--- src/mcci_pkg.sv ---
`default_nettype none

package mcci_pkg;

    // Grid and loop constants
    localparam int ROW_STRIDE      = 20;
    localparam int RADIUS_INT_BITS = 6;
    localparam int MAX_STEPS       = 46;
    localparam int CELL_W          = 14;
    localparam int DEC_W           = 12;
    localparam int COORD_W         = 8;
    localparam int RAW_W           = 10;
    localparam int FRAC_BITS       = 4;

    // Derived widths
    localparam int RAD_W   = RADIUS_INT_BITS;
    localparam int RAD_MAX = (1 << RADIUS_INT_BITS) - 1;
    localparam int RND_W   = RAW_W - FRAC_BITS + 1;
    localparam int CMP_W   = (RAD_W > RND_W) ? RAD_W : RND_W;
    localparam int CNT_W   = $clog2(MAX_STEPS + 1);
    localparam int NUM_CELLS = 8;

    // Decision variable constants
    localparam int DEC_INIT   = 3;
    localparam int DEC_INC_LO = 6;
    localparam int DEC_INC_HI = 10;

    typedef logic [CELL_W-1:0]       cell_t;
    typedef logic [RAD_W-1:0]        rad_t;
    typedef logic [RND_W-1:0]        rnd_t;
    typedef logic [CMP_W-1:0]        cmp_t;
    typedef logic [CNT_W-1:0]        cnt_t;
    typedef logic signed [DEC_W-1:0] dec_t;
    typedef logic signed [RAD_W:0]   off_t;

    // Loop step handed from the sequencer to the output stage
    typedef struct packed {
        rad_t  dx;
        rad_t  dy;
        cell_t sdx;
        cell_t sdy;
        logic  last;
    } step_t;

endpackage

`default_nettype wire

--- src/mcci_stepper.sv ---
`default_nettype none

module mcci_stepper (
    input  logic                         clk,
    input  logic                         rst_n,
    input  logic                         accept,
    input  logic [mcci_pkg::COORD_W-1:0] center_x,
    input  logic [mcci_pkg::COORD_W-1:0] center_y,
    input  logic [mcci_pkg::RAW_W-1:0]   radius_q4,
    input  logic                         fire,
    output logic                         busy,
    output mcci_pkg::cell_t              base,
    output mcci_pkg::step_t              step
);

    typedef enum logic [1:0] {
        ST_IDLE = 2'b01,
        ST_RUN  = 2'b10
    } state_t;

    state_t           state_reg, state_next;
    mcci_pkg::rad_t   dx_reg, dx_next;
    mcci_pkg::rad_t   dy_reg, dy_next;
    mcci_pkg::dec_t   dec_reg, dec_next;
    mcci_pkg::cell_t  sdx_reg, sdx_next;
    mcci_pkg::cell_t  sdy_reg, sdy_next;
    mcci_pkg::cell_t  base_reg, base_next;
    mcci_pkg::cnt_t   cnt_reg, cnt_next;

    mcci_pkg::rnd_t   r_round;
    mcci_pkg::rad_t   r_sat;
    logic             dec_neg;
    mcci_pkg::dec_t   dec_sub;
    mcci_pkg::dec_t   dec_add;
    mcci_pkg::off_t   dx_inc;
    mcci_pkg::off_t   dy_upd;
    mcci_pkg::cnt_t   cnt_inc;
    logic             last;

    // Round the radius half up and saturate
    always_comb
    begin
        r_round = mcci_pkg::rnd_t'((11'(radius_q4) + 11'd8) >> mcci_pkg::FRAC_BITS);
        if (mcci_pkg::cmp_t'(r_round) > mcci_pkg::cmp_t'(mcci_pkg::RAD_MAX))
        begin
            r_sat = mcci_pkg::rad_t'(mcci_pkg::RAD_MAX);
        end
        else
        begin
            r_sat = mcci_pkg::rad_t'(r_round);
        end
    end

    // Shared decision adder: pick the increment, then one add
    always_comb
    begin
        dec_neg = dec_reg[mcci_pkg::DEC_W-1];
        dec_sub = dec_neg ? mcci_pkg::dec_t'(0) : mcci_pkg::dec_t'(dy_reg);
        dec_add = ((mcci_pkg::dec_t'(dx_reg) - dec_sub) <<< 2)
                + (dec_neg ? mcci_pkg::dec_t'(mcci_pkg::DEC_INC_LO)
                           : mcci_pkg::dec_t'(mcci_pkg::DEC_INC_HI));
        dx_inc  = mcci_pkg::off_t'(dx_reg) + mcci_pkg::off_t'(1);
        dy_upd  = dec_neg ? mcci_pkg::off_t'(dy_reg)
                          : mcci_pkg::off_t'(dy_reg) - mcci_pkg::off_t'(1);
        cnt_inc = cnt_reg + mcci_pkg::cnt_t'(1);
        last    = (dy_upd < dx_inc) || (cnt_inc >= mcci_pkg::cnt_t'(mcci_pkg::MAX_STEPS));
    end

    // Sequence the loop: load on a new circle, advance on each emitted step
    always_comb
    begin
        state_next = state_reg;
        dx_next    = dx_reg;
        dy_next    = dy_reg;
        dec_next   = dec_reg;
        sdx_next   = sdx_reg;
        sdy_next   = sdy_reg;
        base_next  = base_reg;
        cnt_next   = cnt_reg;
        case (state_reg)
            ST_IDLE:
            begin
                if (accept && (radius_q4 != '0))
                begin
                    state_next = ST_RUN;
                    dx_next    = '0;
                    dy_next    = r_sat;
                    dec_next   = mcci_pkg::dec_t'(mcci_pkg::DEC_INIT)
                               - (mcci_pkg::dec_t'(r_sat) <<< 1);
                    sdx_next   = '0;
                    sdy_next   = mcci_pkg::cell_t'(mcci_pkg::ROW_STRIDE)
                               * mcci_pkg::cell_t'(r_sat);
                    base_next  = mcci_pkg::cell_t'(mcci_pkg::ROW_STRIDE)
                               * mcci_pkg::cell_t'(center_x)
                               + mcci_pkg::cell_t'(center_y);
                    cnt_next   = '0;
                end
            end
            ST_RUN:
            begin
                if (fire)
                begin
                    dx_next  = mcci_pkg::rad_t'(dx_inc);
                    dy_next  = mcci_pkg::rad_t'(dy_upd);
                    dec_next = dec_reg + dec_add;
                    sdx_next = sdx_reg + mcci_pkg::cell_t'(mcci_pkg::ROW_STRIDE);
                    if (!dec_neg)
                    begin
                        sdy_next = sdy_reg - mcci_pkg::cell_t'(mcci_pkg::ROW_STRIDE);
                    end
                    cnt_next = cnt_inc;
                    if (last)
                    begin
                        state_next = ST_IDLE;
                    end
                end
            end
            default:
            begin
                state_next = ST_IDLE;
            end
        endcase
    end

    always_ff @(posedge clk or negedge rst_n)
    begin
        if (!rst_n)
        begin
            state_reg <= ST_IDLE;
            dx_reg    <= '0;
            dy_reg    <= '0;
            dec_reg   <= '0;
            cnt_reg   <= '0;
        end
        else
        begin
            state_reg <= state_next;
            dx_reg    <= dx_next;
            dy_reg    <= dy_next;
            dec_reg   <= dec_next;
            cnt_reg   <= cnt_next;
        end
    end

    // Scaled offsets and base index
    always_ff @(posedge clk)
    begin
        sdx_reg  <= sdx_next;
        sdy_reg  <= sdy_next;
        base_reg <= base_next;
    end

    assign busy      = (state_reg == ST_RUN);
    assign base      = base_reg;
    assign step.dx   = dx_reg;
    assign step.dy   = dy_reg;
    assign step.sdx  = sdx_reg;
    assign step.sdy  = sdy_reg;
    assign step.last = last;

endmodule

`default_nettype wire

--- src/mcci_index.sv ---
`default_nettype none

module mcci_index (
    input  logic                                          clk,
    input  logic                                          rst_n,
    input  logic                                          load,
    input  logic                                          take,
    input  mcci_pkg::cell_t                               base,
    input  mcci_pkg::step_t                               step,
    output logic                                          valid,
    output logic [mcci_pkg::NUM_CELLS*mcci_pkg::CELL_W-1:0] cells,
    output logic                                          last
);

    logic                                            valid_reg, valid_next;
    logic [mcci_pkg::NUM_CELLS*mcci_pkg::CELL_W-1:0] cells_reg, cells_next;
    logic                                            last_reg, last_next;

    mcci_pkg::cell_t dx_c;
    mcci_pkg::cell_t dy_c;

    // Form the eight mirrored indices from the base and scaled offsets
    always_comb
    begin
        dx_c       = mcci_pkg::cell_t'(step.dx);
        dy_c       = mcci_pkg::cell_t'(step.dy);
        cells_next = {
            base + step.sdx + dy_c,
            base + step.sdy + dx_c,
            base - step.sdy + dx_c,
            base - step.sdx + dy_c,
            base + step.sdx - dy_c,
            base + step.sdy - dx_c,
            base - step.sdy - dx_c,
            base - step.sdx - dy_c
        };
        last_next  = step.last;
        valid_next = load | (valid_reg & ~take);
    end

    always_ff @(posedge clk or negedge rst_n)
    begin
        if (!rst_n)
        begin
            valid_reg <= 1'b0;
        end
        else
        begin
            valid_reg <= valid_next;
        end
    end

    // Hold the result until taken
    always_ff @(posedge clk)
    begin
        if (load)
        begin
            cells_reg <= cells_next;
            last_reg  <= last_next;
        end
    end

    assign valid = valid_reg;
    assign cells = cells_reg;
    assign last  = last_reg;

endmodule

`default_nettype wire

--- src/midpoint_circle_cell_indexer.sv ---
// Midpoint circle cell indexer.
// Slave stream s_*: one item per circle with centre and Q6.4 radius. Master
// stream m_*: one item per loop step holding the eight mirrored cell indices;
// m_tlast marks the final step of a circle.
// The first step passes through the stepper registers and then the output
// register before it appears on m_*. Throughput: one step per cycle while
// m_tready stays high; a circle of rounded radius R gives about R/sqrt(2)+1
// steps (at most 46). The input is taken in a load cycle of its own before
// the loop steps. The rate is set by the single decision adder, which
// advances the loop by one step per cycle while the output is not stalled.
// s_tready is low while a circle runs and returns high at the edge at which
// its last step enters the output register. A zero raw radius is taken and
// gives no output. A radius that rounds to zero gives one step.
// When m_tready is low a held item stays in the output register and the
// loop pauses; nothing is dropped.
// Reset clears the sequencer state and counters and the output valid; the
// block comes up idle and ready.
`default_nettype none

module midpoint_circle_cell_indexer (
    input  logic         clk,
    input  logic         rst_n,
    input  logic         s_tvalid,
    output logic         s_tready,
    input  logic [31:0]  s_tdata,   // center_x[7:0], center_y[15:8], radius_q4[25:16]
    output logic         m_tvalid,
    input  logic         m_tready,
    output logic [111:0] m_tdata,   // cell_a..cell_h, 14 bits each, cell_a lowest
    output logic         m_tlast    // last_step
);

    logic            busy;
    logic            accept;
    logic            fire;
    logic            out_valid;
    mcci_pkg::cell_t base;
    mcci_pkg::step_t step;

    assign s_tready = ~busy;
    assign accept   = s_tvalid & s_tready;
    // Advance the loop whenever the output register is free or being emptied
    assign fire     = busy & (~out_valid | m_tready);

    mcci_stepper u_stepper (
        .clk       (clk),
        .rst_n     (rst_n),
        .accept    (accept),
        .center_x  (s_tdata[7:0]),
        .center_y  (s_tdata[15:8]),
        .radius_q4 (s_tdata[25:16]),
        .fire      (fire),
        .busy      (busy),
        .base      (base),
        .step      (step)
    );

    mcci_index u_index (
        .clk   (clk),
        .rst_n (rst_n),
        .load  (fire),
        .take  (m_tready),
        .base  (base),
        .step  (step),
        .valid (out_valid),
        .cells (m_tdata),
        .last  (m_tlast)
    );

    assign m_tvalid = out_valid;

endmodule

`default_nettype wire

--- config.mk ---
export PLATFORM = sky130hd
export DESIGN_NAME = midpoint_circle_cell_indexer
export DESIGN_NICKNAME = d
export VERILOG_FILES = /design/src/mcci_pkg.sv /design/src/mcci_stepper.sv /design/src/mcci_index.sv /design/src/midpoint_circle_cell_indexer.sv
export SDC_FILE = /design/constraint.sdc
export NUM_CORES = 1
export LEC_CHECK = 0
export BUFFER_PORTS_ARGS = -buffer_cell sky130_fd_sc_hd__buf_2
export CAP_MARGIN = 10
export CORE_UTILIZATION = 33
export CTS_CLUSTER_SIZE = 20
export DETAILED_ROUTE_END_ITERATION = 16
export SYNTH_ARGS = -nofsm -noshare
export SYNTH_HDL_FRONTEND = slang
export SYNTH_SLANG_ARGS = --single-unit
export TNS_END_PERCENT = 50
--- constraint.sdc ---
create_clock -name clk -period 9.8 [get_ports clk]
set_input_delay 0.98 -clock clk [delete_from_list [all_inputs] [get_ports clk]]
set_output_delay 0.98 -clock clk [all_outputs]
set_load 0.005 [all_outputs]
Yosys cells after proc, flatten, opt, wreduce, memory -nomap -nowiden
Cells that the tools add are included.
{"block": "op_classes", "add_sub_neg": 23, "mul": 2, "n_lt_le_gt_ge": 3, "n_eq_ne": 6, "mux": 26, "n_bitwise": 8, "reduce_logical": 8}
{"cell": "$mux 14", "count": 5}
{"cell": "$add 14x6->14", "count": 4}
{"cell": "$pmux 14 s2", "count": 2}
{"cell": "$sub 14x6->14", "count": 4}
{"cell": "$mux 6", "count": 7}
{"cell": "$pmux 6 s2", "count": 3}
{"cell": "$add 14x14->14", "count": 2}
{"cell": "$sub 14x14->14", "count": 2}
{"cell": "$add 12x12->12", "count": 2}
{"cell": "$mux 12", "count": 2}
{"cell": "$pmux 12 s2", "count": 1}
{"cell": "$add 13x8->14", "count": 1}
{"cell": "$add 14x5->14 const B", "count": 1}
{"cell": "$sub 14x5->14 const B", "count": 1}
{"cell": "$add 10x4->11 const B", "count": 1}
{"cell": "$mul 3x8->11 const A", "count": 1}
{"cell": "$reduce_bool 10->1", "count": 1}
{"cell": "$sub 7x10->10", "count": 1}
{"cell": "$mul 3x6->9 const A", "count": 1}
{"cell": "$sub 2x7->8 const A", "count": 1}
{"cell": "$add 6x1->7 const B", "count": 1}
{"cell": "$gt 7x6->1 const B", "count": 1}
{"cell": "$lt 7x7->1", "count": 1}
{"cell": "$mux 7", "count": 1}
{"cell": "19 further kinds", "count": 29}
{"block": "totals", "reg_bits": 188, "inputBits": 36, "out_inout_bits": 115, "wordCells": 87}

Longest topological paths before layout
{"block": "logic_depth", "depth_word": 7, "ltp_mapped": 17, "mapped_depth_nobuf": 17}

By module
From an unflattened synthesis, not the netlist that was laid out.
{"block": "hier_totals", "cells_unflattened": 1466, "hier_area_um2": 14535.2}
{"mod": "mcci_index", "instances": 1, "cells_each": 892, "area_each_um2": 9141.3, "seq_area_each_um2": 3298.2}
{"mod": "mcci_stepper", "instances": 1, "cells_each": 570, "area_each_um2": 5371.4, "seq_area_each_um2": 1918.1}
{"mod": "midpoint_circle_cell_indexer", "instances": 1, "cells_each": 4, "area_each_um2": 22.5, "seq_area_each_um2": 0.0}

Least setup slack after synthesis
OpenSTA, ideal clock, no wires.
{"block": "synth_path", "kind": "flip-flop to flip-flop", "startpoint": "reg u_stepper.state_reg[0]", "endpoint": "reg u_index.cells_reg (netlist bit u_index.cells[100]), enable pin", "setup_ns": 0.474, "arrival_time_ns": 3.623, "required_ns": 9.326, "path_slack_ns": 5.703, "stages_incl_launch_ff": 6, "path_buffers": 2, "period_less_slack_ns": 4.097, "path_cell_list": "dfstp_2 inv_1 ha_1 clkbuf_1 clkbuf_1 and2_1"}
{"block": "synth_between", "elab_chain_cells": 2}
{"element": "from (decl)", "line_no": "mcci_stepper.sv:21", "text": "state_t state_reg, state_next;"}
{"element": "from (signal assigned)", "line_no": "mcci_stepper.sv:137", "text": "state_reg <= state_next;"}
{"element": "$eq 2x2->1", "line_no": "mcci_stepper.sv:153", "text": "assign busy = (state_reg == ST_RUN);"}
{"element": "$and 1x1->1", "line_no": "midpoint_circle_cell_indexer.sv:42", "text": "assign fire = busy & (~out_valid | m_tready);"}
{"element": "net fire", "line_no": "midpoint_circle_cell_indexer.sv:34", "text": "logic fire;"}
{"element": "to (signal assigned)", "line_no": "mcci_index.sv:58", "text": "cells_reg <= cells_next;"}
{"element": "to (decl)", "line_no": "mcci_index.sv:16", "text": "logic [mcci_pkg::NUM_CELLS*mcci_pkg::CELL_W-1:0] cells_reg, cells_next;"}
The timed path passes the listed nets, and every way through them passes these cells.
A chain may end at the register's enable or synchronous reset.

Worst setup path in the final report
{"block": "layout_path", "startpoint": "reg u_stepper.dec_reg[11]", "endpoint": "reg u_stepper.dec_reg[11]"}
{"block": "layout_between", "elab_chain_cells": 6, "elab_cells_between_ends": 7, "classes_between": "3 x add/sub; 4 x mux"}
{"element": "from (decl)", "line_no": "mcci_stepper.sv:24", "text": "mcci_pkg::dec_t dec_reg, dec_next;"}
{"element": "from (signal assigned)", "line_no": "mcci_stepper.sv:140", "text": "dec_reg <= dec_next;"}
{"element": "$mux 6", "line_no": "mcci_stepper.sv:58", "text": "dec_sub = dec_neg ? mcci_pkg::dec_t'(0) : mcci_pkg::dec_t'(dy_reg);"}
{"element": "$sub 7x10->10", "line_no": "mcci_stepper.sv:59", "text": "dec_add = ((mcci_pkg::dec_t'(dx_reg) - dec_sub) <<< 2)"}
{"element": "$add 12x12->12", "line_no": "mcci_stepper.sv:60", "text": "+ (dec_neg ? mcci_pkg::dec_t'(mcci_pkg::DEC_INC_LO)"}
{"element": "$add 12x12->12 (*)", "line_no": "mcci_stepper.sv:105", "text": "dec_next = dec_reg + dec_add;"}
{"element": "$mux 12 (*)", "line_no": "mcci_stepper.sv:101", "text": "if (fire)"}
{"element": "$pmux 12 s2 (*)", "line_no": "mcci_stepper.sv:80", "text": "case (state_reg)"}
Every way passes the cells marked *; elsewhere a longest branch is shown, timed or not. The select of a mux whose other input is x is not followed.

==> results.py <==
metrics = {
    "status": {
        "status": "complete, but fails checks",
        "violations": "design-rule violations",
    },
    "timing": {
        "min_period_ns": 4.06,
        "hold_slack_ns": 0.490,
        "rsz0062_at_grt": "false",
        "period_share_pct": 41.5,
        "setup_viol": 0,
        "maxSlewHeadroom_pct": 46.7,
        "clock.fmax_ghz": 0.246,
        "drv_slew": 0,
        "hold_violations": 0,
        "fin_skew_ns": 0.0127,
        "tightest_slew_ns": 0.794,
        "finalSetupTns_ns": 0,
    },
    "synth": {
        "ys_seq_area_share_pct": 37.9,
        "synthTopCellsByCount": "ha_1, edfxtp_1, xnor2_1, inv_1, nor2_1",
        "synthArstFlopShare_pct": 18.5,
        "ys_ff_latch": 173,
        "synth_flop_cell": "edfxtp_1",
        "synth.cell_area_um2": 13300,
        "synth_cell_types": 82,
        "synth.avg_cell_area_um2": 9.87,
        "synth_area_leaders": "edfxtp_1, ha_1, xnor2_1, dfrtp_1, inv_1",
        "syn_nets": 1545,
        "synth_edf_count": 141,
        "yosysMostFrequentCell": "ha_1",
        "synth_largest_area_cell": "edfxtp_1",
        "yosysWarnings": 0,
        "synthCells": 1347,
        "synth_top_area_share_pct": 31.8,
    },
    "clocking": {
        "clock_latency_ns": 0.44,
        "cts_num_sinks": 173,
        "tritoncts": "yes",
        "postCtsSetupBuffers": 0,
        "numCtsBuffers": 17,
        "cts_max_path_buffers": 2,
        "cts_resized": 0,
        "cts-hold-fix-buffers": 0,
        "cts-root-buf": "clkbuf_16",
        "ctsHtreeMaxLevel": 4,
        "clkSlewWorstSetupHoldPaths_ns": 0.07,
    },
    "critical_path": {
        "cp_common_cell": "ha_1",
        "path_cells": "inv_2 > ha_1 > ha_1 > fa_1 > inv_1 > fa_1 > ha_1 > a21o_1 > a21oi_1 > o21bai_1 > a21o_1 > o31ai_1 > o21a_1 > or3_1 > nand4_1",
        "reg2reg_depth": 15,
        "crit_required_ns": 10.11,
        "critPathCapture": "u_stepper.dec_reg[11]",
        "end_kind": "flop",
        "start_kind": "flop",
        "cp_max_fo": 11,
        "r2r-start": "u_stepper.dec_reg[11]",
        "critPathMaxStageDelay_ns": 0.53,
        "cp-startpoint": "u_stepper.dec_reg[11]",
        "crit_type": "flop to flop",
        "r2r_end": "u_stepper.dec_reg[11]",
        "regToRegSetupSlack_ns": 5.74,
        "cp.arrival_ns": 4.38,
        "cp_slowest_cell": "dfrtp_1",
    },
    "global_routing": {
        "grt-ovfl-total": 0,
        "grt_pass1_vias": 9481,
        "grt_max_degree": 64,
        "grt_pass1_wl_mm": 50.5,
        "antenna_found_initial": 0,
        "grtUsageTotal_pct": 15.6,
    },
    "floorplan": {
        "fp-row-count": 73,
        "core_area_um2": 39700,
        "die_y_um": 203,
        "fp.dieArea_um2": 41100,
        "io_pins": 151,
        "die_width_um": 203,
        "start_util_pct": 33.5,
    },
    "routing": {
        "avgRoutedWirePerCell_um": 15.6,
        "vias": 9839,
        "routed_wl_mm": 31.5,
        "drtIter0Drc": 570,
        "drc_errors": 2,
        "vias_per_cell": 4.88,
        "ant_nets": 0,
        "firstDrtPassIters": 13,
    },
    "final_layout": {
        "largest_reg_flops": 102,
        "n_antenna_cell": 0,
        "nets": 1676,
        "drive_gt1_share_pct": 15.3,
        "area_growth_pct": 13.2,
        "fillers": 3935,
    },
    "placement": {
        "gp_congestion": 0.833,
        "place_hpwl_mm": 24.9,
        "portBuffers": 144,
    },
    "job": {
        "max_cap_violations": 0,
    },
    "worst_hold_path": {
        "hold_class": "flop to flop",
    },
}
[cells by family (layout without fill, tap and decap cells)]
logic type | after synthesis | after routing | share of synthesized area (%)
compound gates | 288 | 288 | 13.9
xor+xnor | 185 | 185 | 12.6
fa+ha+maj | 162 | 162 | 16.0
buf+inv | 164 | 308 | 5.12
flops | 173 | 173 | 37.9
mux | 9 | 9 | 0.715
other cells | 1 | 1 | 0.0282
simple gates | 365 | 365 | 13.8
[worst max-delay path, delay by kind of cell (launching register included)]
family	cells	cell delay, ns
buffers and inverters	2	0.25
DFF	1	0.53
and+or+nand+nor	2	0.18
AOI/OAI and AO/OA	6	1.27
adders and majority gates	5	1.73
[area by class of cell]
class	count	area [µm²]	share of cell area [%]
clock buffer	18	429	2.85
clock inverter	14	109	0.723
inverter	126	473	3.14
multi-input combinational	1010	7580	50.4
sequential	173	5040	33.5
tap	525	657	4.36
timing repair buffer	150	766	5.09
[cell usage in the layout (no fill, tap or decap), types with 4 or more instances in the layout]
master     instances
nor2b_1           22
or2_2              8
clkbuf_16         17
nand4_1            9
mux2i_1            5
o21a_1            21
or3_1             10
ha_1             148
fa_1              14
nor2_1           101
inv_1            123
a21oi_1           88
o31a_1             5
edfxtp_1         141
and2_1             8
a21oi_2            4
o31ai_1           10
dfrtp_1           31
inv_6              6
xor2_1            51
o22ai_1            7
nor4_1            13
o21ai_0           55
xnor2_1          129
nand3_1           26
buf_4              6
and3_1             7
nor3_1            29
mux2_2             4
a31oi_1            8
o21bai_1          22
o21ai_1           12
a21o_1            18
o211ai_1           7
nand2_1           85
nand2b_1          21
buf_2            144
[worst min-delay path by stage]
stage | start | depth (start not counted) | slack (ns) | end
2_1_floorplan | u_stepper.dec_reg[4] | 2 | 0.46 | u_stepper.dec_reg[4]
3_3_place_gp | u_stepper.cnt_reg[5] | 2 | 0.48 | u_stepper.cnt_reg[5]
3_5_place_dp | u_stepper.cnt_reg[5] | 2 | 0.48 | u_stepper.cnt_reg[5]
4_1_cts | u_stepper.cnt_reg[5] | 2 | 0.49 | u_stepper.cnt_reg[5]
5_1_grt | u_stepper.cnt_reg[5] | 2 | 0.55 | u_stepper.cnt_reg[5]
6_report | u_stepper.cnt_reg[5] | 2 | 0.49 | u_stepper.cnt_reg[5]
[routing by layer]
layer | wire length [µm] | vias to the layer above | track usage (%)
li1 | - | 4952 | -
met1 | 15500 | 4658 | 21.9
met2 | 14500 | 209 | 25.4
met3 | 1100 | 20 | 2.12
met4 | 396 | 0 | 3.63
met5 | 0 | - | 0
[through the flow]
| stage | setup slack [ns] | instance area, µm² | util, % | instances |
|---|---|---|---|---|
| after global placement | 5.81 | 14500 | 36.5 | 1983 |
| after floorplan | 5.70 | 13300 | - | 1347 |
| after global routing | 5.40 | 15100 | 37.9 | 2016 |
| after CTS | 5.75 | 15000 | 37.9 | 2015 |
| after detailed placement | 5.81 | 14500 | 36.5 | 1983 |
| final | 5.74 | 15100 | 37.9 | 2016 |
Power is left out: the tool's default activity adds up to more than one toggle a clock period on the data nets, which glitch-free logic cannot reach.
